===== src/rtl/acjl_pkg.sv =====
package acjl_pkg;

  localparam int DataW    = 24;
  localparam int IvlW     = 16;
  localparam int LimW     = 23;
  localparam int ProdW    = 48;
  localparam int RootW    = 24;
  localparam int QuotW    = 23;
  localparam int SqrtSteps = 24;
  localparam int DivSteps  = 23;
  localparam int CntW     = 5;
  localparam int AddrW    = 5;
  localparam int PDataW   = 32;

  // register indexes
  localparam logic [2:0] REG_STEP_INTERVAL = 3'd0;
  localparam logic [2:0] REG_JERK_LIMIT    = 3'd1;
  localparam logic [2:0] REG_HORIZ_LIMIT   = 3'd2;
  localparam logic [2:0] REG_VERT_LIMIT    = 3'd3;
  localparam logic [2:0] REG_YAW_LIMIT     = 3'd4;

  localparam logic [IvlW-1:0] STEP_INTERVAL_RST = 16'd6554;
  localparam logic [LimW-1:0] JERK_LIMIT_RST    = 23'd1310720;
  localparam logic [LimW-1:0] HORIZ_LIMIT_RST   = 23'd327680;
  localparam logic [LimW-1:0] VERT_LIMIT_RST    = 23'd196608;
  localparam logic [LimW-1:0] YAW_LIMIT_RST     = 23'd131072;

  typedef enum logic [2:0] {
    MUL_DELTA = 3'd0,
    MUL_XX    = 3'd1,
    MUL_YY    = 3'd2,
    MUL_HH    = 3'd3,
    MUL_XH    = 3'd4,
    MUL_YH    = 3'd5
  } mul_sel_t;

  typedef struct packed {
    logic [IvlW-1:0] step_interval;
    logic [LimW-1:0] jerk_limit;
    logic [LimW-1:0] horiz_limit;
    logic [LimW-1:0] vert_limit;
    logic [LimW-1:0] yaw_limit;
  } cfg_t;

  typedef struct packed {
    logic     capture;
    logic     start;
    logic     mul_en;
    mul_sel_t mul_sel;
    logic     delta_ld;
    logic     sq_ld;
    logic     sq_add;
    logic     sqrt_init;
    logic     sqrt_step;
    logic     m_ld;
    logic     div_init;
    logic     div_step;
    logic     rx_ld;
    logic     ry_ld;
    logic     fin;
  } dp_cmd_t;

  typedef struct packed {
    logic over;
  } dp_stat_t;

endpackage


===== src/rtl/acceleration_jerk_limiter.sv =====
// A start item is absorbed in its accept cycle and gives no result.
// A command item skips the square root and divisions when the horizontal vector is
// inside its limit; when it is scaled, a 24-step square root and two 23-step divisions
// run one bit a cycle, the two divisions on one shared divider.
// Throughput: one item at a time; the next item is taken once the result is registered.
// Reset (rst, synchronous): limits and step interval to defaults, priors and start interval zero.
module acceleration_jerk_limiter (
  input  logic                         clk,
  input  logic                         rst,
  input  logic                         s_tvalid,
  output logic                         s_tready,
  // accel_x[23:0], accel_y[47:24], accel_z[71:48], accel_yaw[95:72], interval[111:96]
  input  logic [111:0]                 s_tdata,
  // cmd[0]
  input  logic                         s_tuser,
  output logic                         m_tvalid,
  input  logic                         m_tready,
  // out_x[23:0], out_y[47:24], out_z[71:48], out_yaw[95:72]
  output logic [95:0]                  m_tdata,
  input  logic                         psel,
  input  logic                         penable,
  input  logic                         pwrite,
  input  logic [acjl_pkg::AddrW-1:0]   paddr,
  input  logic [acjl_pkg::PDataW-1:0]  pwdata,
  output logic [acjl_pkg::PDataW-1:0]  prdata,
  output logic                         pready
);

  acjl_pkg::cfg_t     cfg;
  acjl_pkg::dp_cmd_t  cmd;
  acjl_pkg::dp_stat_t stat;
  logic signed [acjl_pkg::DataW-1:0] out_x, out_y, out_z, out_yaw;

  acjl_regs u_regs (
    .clk, .rst, .psel, .penable, .pwrite, .paddr, .pwdata, .prdata, .pready, .cfg
  );

  acjl_ctrl u_ctrl (
    .clk, .rst,
    .in_valid  (s_tvalid),
    .in_cmd    (s_tuser),
    .in_ready  (s_tready),
    .out_valid (m_tvalid),
    .out_ready (m_tready),
    .stat, .cmd
  );

  acjl_dpath u_dpath (
    .clk, .rst, .cfg, .cmd, .stat,
    .in_x        (s_tdata[23:0]),
    .in_y        (s_tdata[47:24]),
    .in_z        (s_tdata[71:48]),
    .in_yaw      (s_tdata[95:72]),
    .in_interval (s_tdata[111:96]),
    .out_x, .out_y, .out_z, .out_yaw
  );

  assign m_tdata = {out_yaw, out_z, out_y, out_x};

`ifndef SYNTHESIS
  // a command transaction occupies the block
  assert property (@(posedge clk) disable iff (rst)
    (s_tvalid && s_tready && s_tuser) |=> !s_tready)
    else $error("command accepted without leaving idle");

  // a result appears only at the end of command processing
  assert property (@(posedge clk) disable iff (rst)
    $rose(m_tvalid) |-> $past(!s_tready))
    else $error("result appeared while idle");

  // a start transaction produces no result
  assert property (@(posedge clk) disable iff (rst)
    (s_tvalid && s_tready && !s_tuser && !m_tvalid) |=> !m_tvalid)
    else $error("start produced a result");
`endif

endmodule


===== src/rtl/acjl_regs.sv =====
module acjl_regs (
  input  logic                         clk,
  input  logic                         rst,
  input  logic                         psel,
  input  logic                         penable,
  input  logic                         pwrite,
  input  logic [acjl_pkg::AddrW-1:0]   paddr,
  input  logic [acjl_pkg::PDataW-1:0]  pwdata,
  output logic [acjl_pkg::PDataW-1:0]  prdata,
  output logic                         pready,
  output acjl_pkg::cfg_t               cfg
);

  logic [2:0] index;
  logic       wr;

  assign index  = paddr[4:2];
  assign wr     = psel & penable & pwrite;
  assign pready = 1'b1;

  // write the addressed register, ignore unknown addresses
  always_ff @(posedge clk) begin
    if (rst) begin
      cfg.step_interval <= acjl_pkg::STEP_INTERVAL_RST;
      cfg.jerk_limit    <= acjl_pkg::JERK_LIMIT_RST;
      cfg.horiz_limit   <= acjl_pkg::HORIZ_LIMIT_RST;
      cfg.vert_limit    <= acjl_pkg::VERT_LIMIT_RST;
      cfg.yaw_limit     <= acjl_pkg::YAW_LIMIT_RST;
    end else if (wr) begin
      case (index)
        acjl_pkg::REG_STEP_INTERVAL: cfg.step_interval <= pwdata[15:0];
        acjl_pkg::REG_JERK_LIMIT:    cfg.jerk_limit    <= pwdata[22:0];
        acjl_pkg::REG_HORIZ_LIMIT:   cfg.horiz_limit   <= pwdata[22:0];
        acjl_pkg::REG_VERT_LIMIT:    cfg.vert_limit    <= pwdata[22:0];
        acjl_pkg::REG_YAW_LIMIT:     cfg.yaw_limit     <= pwdata[22:0];
        default: ;
      endcase
    end
  end

  // read back
  always_comb begin
    case (index)
      acjl_pkg::REG_STEP_INTERVAL: prdata = {16'd0, cfg.step_interval};
      acjl_pkg::REG_JERK_LIMIT:    prdata = {9'd0, cfg.jerk_limit};
      acjl_pkg::REG_HORIZ_LIMIT:   prdata = {9'd0, cfg.horiz_limit};
      acjl_pkg::REG_VERT_LIMIT:    prdata = {9'd0, cfg.vert_limit};
      acjl_pkg::REG_YAW_LIMIT:     prdata = {9'd0, cfg.yaw_limit};
      default:                     prdata = '0;
    endcase
  end

endmodule


===== src/rtl/acjl_ctrl.sv =====
module acjl_ctrl (
  input  logic                clk,
  input  logic                rst,
  input  logic                in_valid,
  input  logic                in_cmd,
  output logic                in_ready,
  output logic                out_valid,
  input  logic                out_ready,
  input  acjl_pkg::dp_stat_t  stat,
  output acjl_pkg::dp_cmd_t   cmd
);

  typedef enum logic [13:0] {
    S_IDLE = 14'b00000000000001,
    S_MD   = 14'b00000000000010,
    S_MX   = 14'b00000000000100,
    S_MY   = 14'b00000000001000,
    S_MH   = 14'b00000000010000,
    S_CMP  = 14'b00000000100000,
    S_SQRT = 14'b00000001000000,
    S_MSX  = 14'b00000010000000,
    S_DXI  = 14'b00000100000000,
    S_DX   = 14'b00001000000000,
    S_DYI  = 14'b00010000000000,
    S_DY   = 14'b00100000000000,
    S_RY   = 14'b01000000000000,
    S_FIN  = 14'b10000000000000
  } state_t;

  state_t                    state, state_next;
  logic [acjl_pkg::CntW-1:0] cnt, cnt_next;
  logic                      out_valid_next;

  always_ff @(posedge clk) begin
    if (rst) begin
      state     <= S_IDLE;
      cnt       <= '0;
      out_valid <= 1'b0;
    end else begin
      state     <= state_next;
      cnt       <= cnt_next;
      out_valid <= out_valid_next;
    end
  end

  // sequence one command item through the shared multiplier, root and divider
  always_comb begin
    state_next     = state;
    cnt_next       = cnt;
    out_valid_next = out_valid & ~out_ready;
    in_ready       = 1'b0;
    cmd            = '0;
    cmd.mul_sel    = acjl_pkg::MUL_DELTA;
    case (state)
      S_IDLE: begin
        in_ready = 1'b1;
        if (in_valid) begin
          cmd.capture = 1'b1;
          if (in_cmd) state_next = S_MD;
          else        cmd.start  = 1'b1;
        end
      end
      S_MD: begin
        cmd.mul_en = 1'b1;
        state_next = S_MX;
      end
      S_MX: begin
        cmd.delta_ld = 1'b1;
        cmd.mul_en   = 1'b1;
        cmd.mul_sel  = acjl_pkg::MUL_XX;
        state_next   = S_MY;
      end
      S_MY: begin
        cmd.sq_ld   = 1'b1;
        cmd.mul_en  = 1'b1;
        cmd.mul_sel = acjl_pkg::MUL_YY;
        state_next  = S_MH;
      end
      S_MH: begin
        cmd.sq_add  = 1'b1;
        cmd.mul_en  = 1'b1;
        cmd.mul_sel = acjl_pkg::MUL_HH;
        state_next  = S_CMP;
      end
      S_CMP: begin
        cmd.sqrt_init = 1'b1;
        cnt_next      = '0;
        state_next    = stat.over ? S_SQRT : S_FIN;
      end
      S_SQRT: begin
        cmd.sqrt_step = 1'b1;
        cnt_next      = cnt + 1'b1;
        if (cnt == acjl_pkg::CntW'(acjl_pkg::SqrtSteps - 1)) state_next = S_MSX;
      end
      S_MSX: begin
        cmd.m_ld    = 1'b1;
        cmd.mul_en  = 1'b1;
        cmd.mul_sel = acjl_pkg::MUL_XH;
        state_next  = S_DXI;
      end
      S_DXI: begin
        cmd.div_init = 1'b1;
        cmd.mul_en   = 1'b1;
        cmd.mul_sel  = acjl_pkg::MUL_YH;
        cnt_next     = '0;
        state_next   = S_DX;
      end
      S_DX: begin
        cmd.div_step = 1'b1;
        cnt_next     = cnt + 1'b1;
        if (cnt == acjl_pkg::CntW'(acjl_pkg::DivSteps - 1)) state_next = S_DYI;
      end
      S_DYI: begin
        cmd.rx_ld    = 1'b1;
        cmd.div_init = 1'b1;
        cnt_next     = '0;
        state_next   = S_DY;
      end
      S_DY: begin
        cmd.div_step = 1'b1;
        cnt_next     = cnt + 1'b1;
        if (cnt == acjl_pkg::CntW'(acjl_pkg::DivSteps - 1)) state_next = S_RY;
      end
      S_RY: begin
        cmd.ry_ld  = 1'b1;
        state_next = S_FIN;
      end
      S_FIN: begin
        // hold until the output register is free
        if (!out_valid || out_ready) begin
          cmd.fin        = 1'b1;
          out_valid_next = 1'b1;
          state_next     = S_IDLE;
        end
      end
      default: state_next = S_IDLE;
    endcase
  end

endmodule


===== src/rtl/acjl_dpath.sv =====
module acjl_dpath (
  input  logic                               clk,
  input  logic                               rst,
  input  acjl_pkg::cfg_t                     cfg,
  input  acjl_pkg::dp_cmd_t                  cmd,
  output acjl_pkg::dp_stat_t                 stat,
  input  logic signed [acjl_pkg::DataW-1:0]  in_x,
  input  logic signed [acjl_pkg::DataW-1:0]  in_y,
  input  logic signed [acjl_pkg::DataW-1:0]  in_z,
  input  logic signed [acjl_pkg::DataW-1:0]  in_yaw,
  input  logic        [acjl_pkg::IvlW-1:0]   in_interval,
  output logic signed [acjl_pkg::DataW-1:0]  out_x,
  output logic signed [acjl_pkg::DataW-1:0]  out_y,
  output logic signed [acjl_pkg::DataW-1:0]  out_z,
  output logic signed [acjl_pkg::DataW-1:0]  out_yaw
);

  localparam int DW = acjl_pkg::DataW;
  localparam int PW = acjl_pkg::ProdW;
  localparam int LW = acjl_pkg::LimW;
  localparam int RW = acjl_pkg::RootW;
  localparam int QW = acjl_pkg::QuotW;

  logic signed [DW-1:0]       ax, ay, az, ayaw;
  logic signed [DW-1:0]       prior_x, prior_y, prior_z;
  logic [acjl_pkg::IvlW-1:0]  start_interval;
  logic                       at_first_step;
  logic [LW-1:0]              delta;
  logic [PW-1:0]              prod, sq, rad;
  logic [RW-1:0]              root, m;
  logic [RW+1:0]              rem;
  logic [RW:0]                drem;
  logic [QW-1:0]              dlow, quot;
  logic signed [DW-1:0]       rx, ry;

  logic [DW-1:0]              abs_x, abs_y, mul_a, mul_b;
  logic [acjl_pkg::IvlW-1:0]  ivl;
  logic [RW+2:0]              t_rem, trial;
  logic [RW+1:0]              t_div;
  logic signed [DW-1:0]       qfix_x, qfix_y;

  assign abs_x = ax[DW-1] ? DW'(-ax) : ax;
  assign abs_y = ay[DW-1] ? DW'(-ay) : ay;
  assign ivl   = at_first_step ? start_interval : cfg.step_interval;
  assign stat.over = sq > prod;

  // select the shared multiplier operands
  always_comb begin
    case (cmd.mul_sel)
      acjl_pkg::MUL_DELTA: begin
        mul_a = {1'b0, cfg.jerk_limit};
        mul_b = {8'd0, ivl};
      end
      acjl_pkg::MUL_XX: begin mul_a = abs_x; mul_b = abs_x; end
      acjl_pkg::MUL_YY: begin mul_a = abs_y; mul_b = abs_y; end
      acjl_pkg::MUL_HH: begin
        mul_a = {1'b0, cfg.horiz_limit};
        mul_b = {1'b0, cfg.horiz_limit};
      end
      acjl_pkg::MUL_XH: begin mul_a = abs_x; mul_b = {1'b0, cfg.horiz_limit}; end
      acjl_pkg::MUL_YH: begin mul_a = abs_y; mul_b = {1'b0, cfg.horiz_limit}; end
      default: begin mul_a = '0; mul_b = '0; end
    endcase
  end

  // one root digit and one quotient bit per step
  assign t_rem  = {rem[RW:0], rad[PW-1:PW-2]};
  assign trial  = {1'b0, root, 2'b01};
  assign t_div  = {drem, dlow[QW-1]};
  assign qfix_x = ax[DW-1] ? DW'(-{1'b0, quot}) : DW'({1'b0, quot});
  assign qfix_y = ay[DW-1] ? DW'(-{1'b0, quot}) : DW'({1'b0, quot});

  function automatic logic signed [DW-1:0] rate_lim(input logic signed [DW:0] v,
                                                    input logic signed [DW-1:0] p,
                                                    input logic [LW-1:0] d);
    logic signed [DW+1:0] lo, hi, c;
    lo = (DW+2)'(p) - $signed({3'b0, d});
    hi = (DW+2)'(p) + $signed({3'b0, d});
    c  = (DW+2)'(v);
    if (c < lo) c = lo;
    if (c > hi) c = hi;
    if (c > (DW+2)'(2**(DW-1) - 1)) c = (DW+2)'(2**(DW-1) - 1);
    if (c < -(DW+2)'(2**(DW-1)))    c = -(DW+2)'(2**(DW-1));
    return c[DW-1:0];
  endfunction

  function automatic logic signed [DW:0] mag_clamp(input logic signed [DW-1:0] v,
                                                   input logic [LW-1:0] l);
    logic signed [DW:0] lim, c;
    lim = $signed({2'b0, l});
    c   = (DW+1)'(v);
    if (c > lim)  c = lim;
    if (c < -lim) c = -lim;
    return c;
  endfunction

  // control state: priors, first step flag
  always_ff @(posedge clk) begin
    if (rst) begin
      prior_x        <= '0;
      prior_y        <= '0;
      prior_z        <= '0;
      start_interval <= '0;
      at_first_step  <= 1'b1;
    end else if (cmd.start) begin
      prior_x        <= in_x;
      prior_y        <= in_y;
      prior_z        <= in_z;
      start_interval <= in_interval;
      at_first_step  <= 1'b1;
    end else if (cmd.fin) begin
      prior_x        <= rate_lim((DW+1)'(rx), prior_x, delta);
      prior_y        <= rate_lim((DW+1)'(ry), prior_y, delta);
      prior_z        <= rate_lim(mag_clamp(az, cfg.vert_limit), prior_z, delta);
      at_first_step  <= 1'b0;
    end
  end

  // payload registers
  always_ff @(posedge clk) begin
    if (cmd.capture) begin
      ax   <= in_x;
      ay   <= in_y;
      az   <= in_z;
      ayaw <= in_yaw;
      rx   <= in_x;
      ry   <= in_y;
    end
    if (cmd.rx_ld)    rx <= qfix_x;
    if (cmd.ry_ld)    ry <= qfix_y;
    if (cmd.mul_en)   prod <= mul_a * mul_b;
    if (cmd.delta_ld) delta <= prod[LW+15:16];
    if (cmd.sq_ld)    sq <= prod;
    if (cmd.sq_add)   sq <= sq + prod;
    if (cmd.sqrt_init) begin
      rad  <= sq;
      root <= '0;
      rem  <= '0;
    end
    if (cmd.sqrt_step) begin
      rad <= {rad[PW-3:0], 2'b00};
      if (t_rem >= trial) begin
        rem  <= (RW+2)'(t_rem - trial);
        root <= {root[RW-2:0], 1'b1};
      end else begin
        rem  <= t_rem[RW+1:0];
        root <= {root[RW-2:0], 1'b0};
      end
    end
    if (cmd.m_ld) m <= root + RW'(rem != '0);
    if (cmd.div_init) begin
      drem <= prod[PW-1:QW];
      dlow <= prod[QW-1:0];
      quot <= '0;
    end
    if (cmd.div_step) begin
      dlow <= {dlow[QW-2:0], 1'b0};
      if (t_div >= {2'b00, m}) begin
        drem <= (RW+1)'(t_div - {2'b00, m});
        quot <= {quot[QW-2:0], 1'b1};
      end else begin
        drem <= t_div[RW:0];
        quot <= {quot[QW-2:0], 1'b0};
      end
    end
    if (cmd.fin) begin
      out_x   <= rate_lim((DW+1)'(rx), prior_x, delta);
      out_y   <= rate_lim((DW+1)'(ry), prior_y, delta);
      out_z   <= rate_lim(mag_clamp(az, cfg.vert_limit), prior_z, delta);
      out_yaw <= DW'(mag_clamp(ayaw, cfg.yaw_limit));
    end
  end

endmodule

===== config.mk =====
export PLATFORM = sky130hd
export DESIGN_NAME = acceleration_jerk_limiter
export DESIGN_NICKNAME = d
export VERILOG_FILES = /design/src/rtl/acjl_pkg.sv /design/src/rtl/acceleration_jerk_limiter.sv /design/src/rtl/acjl_regs.sv /design/src/rtl/acjl_ctrl.sv /design/src/rtl/acjl_dpath.sv
export SDC_FILE = /design/constraint.sdc
export NUM_CORES = 2
export LEC_CHECK = 0
export CORE_AREA = 2 2 500 502
export CTS_BUF_LIST = sky130_fd_sc_hd__clkbuf_8 sky130_fd_sc_hd__clkbuf_16
export CTS_CLUSTER_SIZE = 8
export DETAILED_ROUTE_END_ITERATION = 7
export DIE_AREA = 0 0 502 504
export DONT_BUFFER_PORTS = 1
export GPL_TIMING_DRIVEN = 0
export SKIP_CTS_REPAIR_TIMING = 1
export SYNTH_ARGS = -nofsm -noshare
export SYNTH_HDL_FRONTEND = slang
export SYNTH_HIERARCHICAL = 1
export SYNTH_SLANG_ARGS = --single-unit

===== constraint.sdc =====
create_clock -name clk -period 29 [get_ports clk]
set_input_delay 5.8 -clock clk [delete_from_list [all_inputs] [get_ports clk]]
set_output_delay 5.8 -clock clk [all_outputs]
set_load 0.02 [all_outputs]

==> out/results.tsv <==
stage	metric	value	unit
power	swShare	36.7	%
detailed_routing	drt-wirelength-per-cell	23.0	um
logic_synthesis	syn_inst	8073	
die	design.core.area	248000	sq um
placed_design	place.detailed.hpwl	218000	um
global_routing	grtUsageTotal	20.6	%
critical_path	cp.buffers_inverters	9	
timing	setup_viol	0	
layout	area_growth	10.6	%
timing	drv_slew	0	
power	p_switching	1.38	mW
detailed_routing	m1WireLength	109000	um
run	drv_cap	0	
logic_synthesis	synth_cell_type_count	108	
die	io_pins	288	
power	p_seq_share	34.9	%
power	leakage	35.6	nW
layout	drive_gt1_share	4.29	%
logic_synthesis	synth_top_cell_by_area	edfxtp_1	
global_routing	grt_max_degree	65	
timing	fin_crit_sh	46.7	%
die	die_y	504	um
clock_network	clock_path_buffers	3	
power	combPwrFrac	32.6	%
placed_design	gp_congestion	1.00	
power	p_int	2.38	mW
global_routing	overflow	0	
clock_network	clkLatencyLatePin	0.78	ns
placed_design	place_area	78300	sq um
power	clkPwrFrac	32.5	%
power	vdd_drop_max	52.2	uV
layout	nets	9563	
layout	final_common_cell	inv_1	
timing	setup_slack	15.47	ns
global_routing	grt_pass1_vias	60500	
critical_path	crit_path_end_kind	register	
logic_synthesis	ys_async_sr_fraction	0	%
timing	hold_violations	0	
critical_path	cp_slowest_cell	dfxtp_1	
placed_design	dpl.cell_count	11400	
die	initial_core_util	29.8	%
detailed_routing	vias_per_cell	5.22	
die	rows	183	
timing	finalClockSkew	0.0705	ns
detailed_routing	routed.top_layer	met5	
logic_synthesis	seq_area_frac_synth	28.3	%
logic_synthesis	ys_top_cells_by_area	edfxtp_1 (22%), fa_1 (13%), ha_1 (12%), dfxtp_1 (6.0%), inv_1 (5.1%)	
layout	final_cell_mix	inv_1 (1,081), nand2_1 (818), ha_1 (704), nor2_1 (567), edfxtp_1 (549)	
layout	fillers	25600	
hold_path	hold_class	reg2reg	
critical_path	worstSetupPathType	reg2reg	
detailed_routing	ant_nets	0	
critical_path	cp.arrival	14.10	ns
logic_synthesis	synth-main-ff-cell	edfxtp_1	
critical_path	cpPeakStageDelay	0.63	ns
detailed_routing	wl_met3	21500	um
logic_synthesis	synth_top_area_share	22.3	%
critical_path	cp_top_family	compound AO/OA/AOI/OAI gates	
placed_design	port_buffers	0	
logic_synthesis	synth_area	73900	sq um
clock_network	htreeDepth	3	
power	power_density	45.9	nW/um^2
clock_network	cts_sinks	769	
placed_design	post-place-ws	15.60	ns
clock_network	cts_tree	built	
timing	slew_headroom	6.36	%
timing	worstMarginPinSlew	1.39	ns
timing	whs	0.503	ns
timing	tns	0	ns
logic_synthesis	synth-edff-count	549	
logic_synthesis	ys_ff_latch	769	
critical_path	critPathRequiredTime	29.57	ns
layout	design_area	81700	sq um
timing	rsz0062_at_grt	no	
detailed_routing	firstDrtPassIters	8	
global_routing	grt_pass1_wl	393000	um
timing	fmax	73.9	MHz
layout	stdcell_count	11700	
die	die_x	502	um
critical_path	cp-start-kind	register	
detailed_routing	wl_met2	124000	um
critical_path	cpMostUsedCell	nor2_1	
timing	period_minus_slack	13.53	ns
outcome	status	complete, no violations	
die	die-area	253000	sq um
logic_synthesis	syn_area_per_cell	9.15	sq um
detailed_routing	drc	0	
global_routing	antenna_found_initial	40	
detailed_routing	vias	61000	
critical_path	crit_fanout	10	
clock_network	cts_root_buf	clkbuf_16	
detailed_routing	drt_wl_total	268000	um
detailed_routing	drtIter0Drc	5629	
logic_synthesis	synth_warnings	6	
clock_network	cts_made_buffers	109	
clock_network	path_clk_slew	0.06	ns
-- stage by stage --
step / power, mW / util [%]
after floorplan: 2.12 / -
after global placement: 2.50 / 31.6
after detailed placement: 2.52 / 31.6
after CTS: 3.75 / 33.0
after global routing: 3.92 / 33.0
final: 3.75 / 33.0
-- state kept, by name (all words and copies together), names as in the netlist, 25 cells and up --
register,count
u_regs/cfg,108
u_dpath/prod,48
u_dpath/rad,48
u_dpath/sq,48
u_dpath/rem,26
u_dpath/drem,25
-- cell families after synthesis --
family,after synthesis,synth area share (%)
DFF,769,28.3
xor gates and xnor gates,396,4.70
adders and majority gates,1230,25.7
buffers and inverters,1404,7.36
other,3,0.0152
muxes,323,4.57
AOI/OAI and AO/OA,1594,14.0
and+or+nand+nor,2354,15.4
-- path summary, 6_finish.rpt --
check / start / end / slack [ns] / cells past startpoint
worst min-delay path: u_dpath/rad[0] / u_dpath/rad[0] / 0.50 / 2
worst min register to register: u_dpath/rad[0] / u_dpath/rad[0] / 0.50 / 2
worst max register to register: u_regs/cfg[42] / u_dpath/prior_z[6] / 15.47 / 51
worst max-delay path: u_regs/cfg[42] / u_dpath/prior_z[6] / 15.47 / 51
-- final cells by class --
type | instances | area, sq um | share of cell area (%)
Multi-Input combinational cell | 5918 | 47600 | 58.3
Sequential cell | 769 | 20900 | 25.6
Tap cell | 3330 | 4170 | 5.10
Inverter | 1010 | 3790 | 4.64
Clock buffer | 112 | 2770 | 3.39
Buffer | 394 | 1650 | 2.02
Clock inverter | 85 | 503 | 0.615
Timing Repair Buffer | 10 | 188 | 0.230
Antenna cell | 53 | 133 | 0.162
-- synthesized netlist by cell type, types with 24 or more instances --
library cell,n
nor3_1,106
nor2_1,567
o21bai_1,53
o22ai_1,60
fa_1,490
xnor2_1,276
o31ai_1,31
ha_1,704
o211ai_1,39
maj3_1,36
a22o_1,46
o21a_1,49
o21ai_1,27
buf_2,24
inv_1,1007
nor4_1,33
and2_1,128
clkbuf_1,316
nand4_1,69
o21ai_0,307
or2_2,24
a21o_1,106
mux2_2,43
xor2_1,120
dfxtp_1,220
a21oi_1,491
a211oi_1,54
edfxtp_1,549
and3_1,29
nand2b_1,164
or3_1,55
nand2_1,818
mux2i_1,273
nand3_1,96
nor2b_1,162
buf_1,26
a31oi_1,27
a22oi_1,74
-- layer usage --
metal	track usage, %	vias to the layer above
met2	33.8	2502
met3	4.20	536
met4	9.46	30
li1	-	27900
met5	0	-
met1	25.9	30000
-- worst reg2reg max path: cells and delay by family, from the launching register on --
family | cells | cell delay, ns
AND/OR/NAND/NOR | 12 | 2.24
adder cells (fa/ha/maj) | 4 | 1.40
buffers and inverters | 9 | 2.79
AO/OA/AOI/OAI | 26 | 6.28
flip-flops | 1 | 0.63
-- power by group through the flow --
| stage | clock network [mW] | logic (mW) | registers, mW |
|---|---|---|---|
| global placement | 0 | 1.17 | 1.33 |
| CTS | 1.24 | 1.20 | 1.31 |
| detailed placement | 0 | 1.19 | 1.33 |
| finish | 1.22 | 1.22 | 1.31 |
| floorplan | 0 | 0.818 | 1.31 |
| global route | 1.28 | 1.33 | 1.31 |
(Power assumes the default switching activity.)
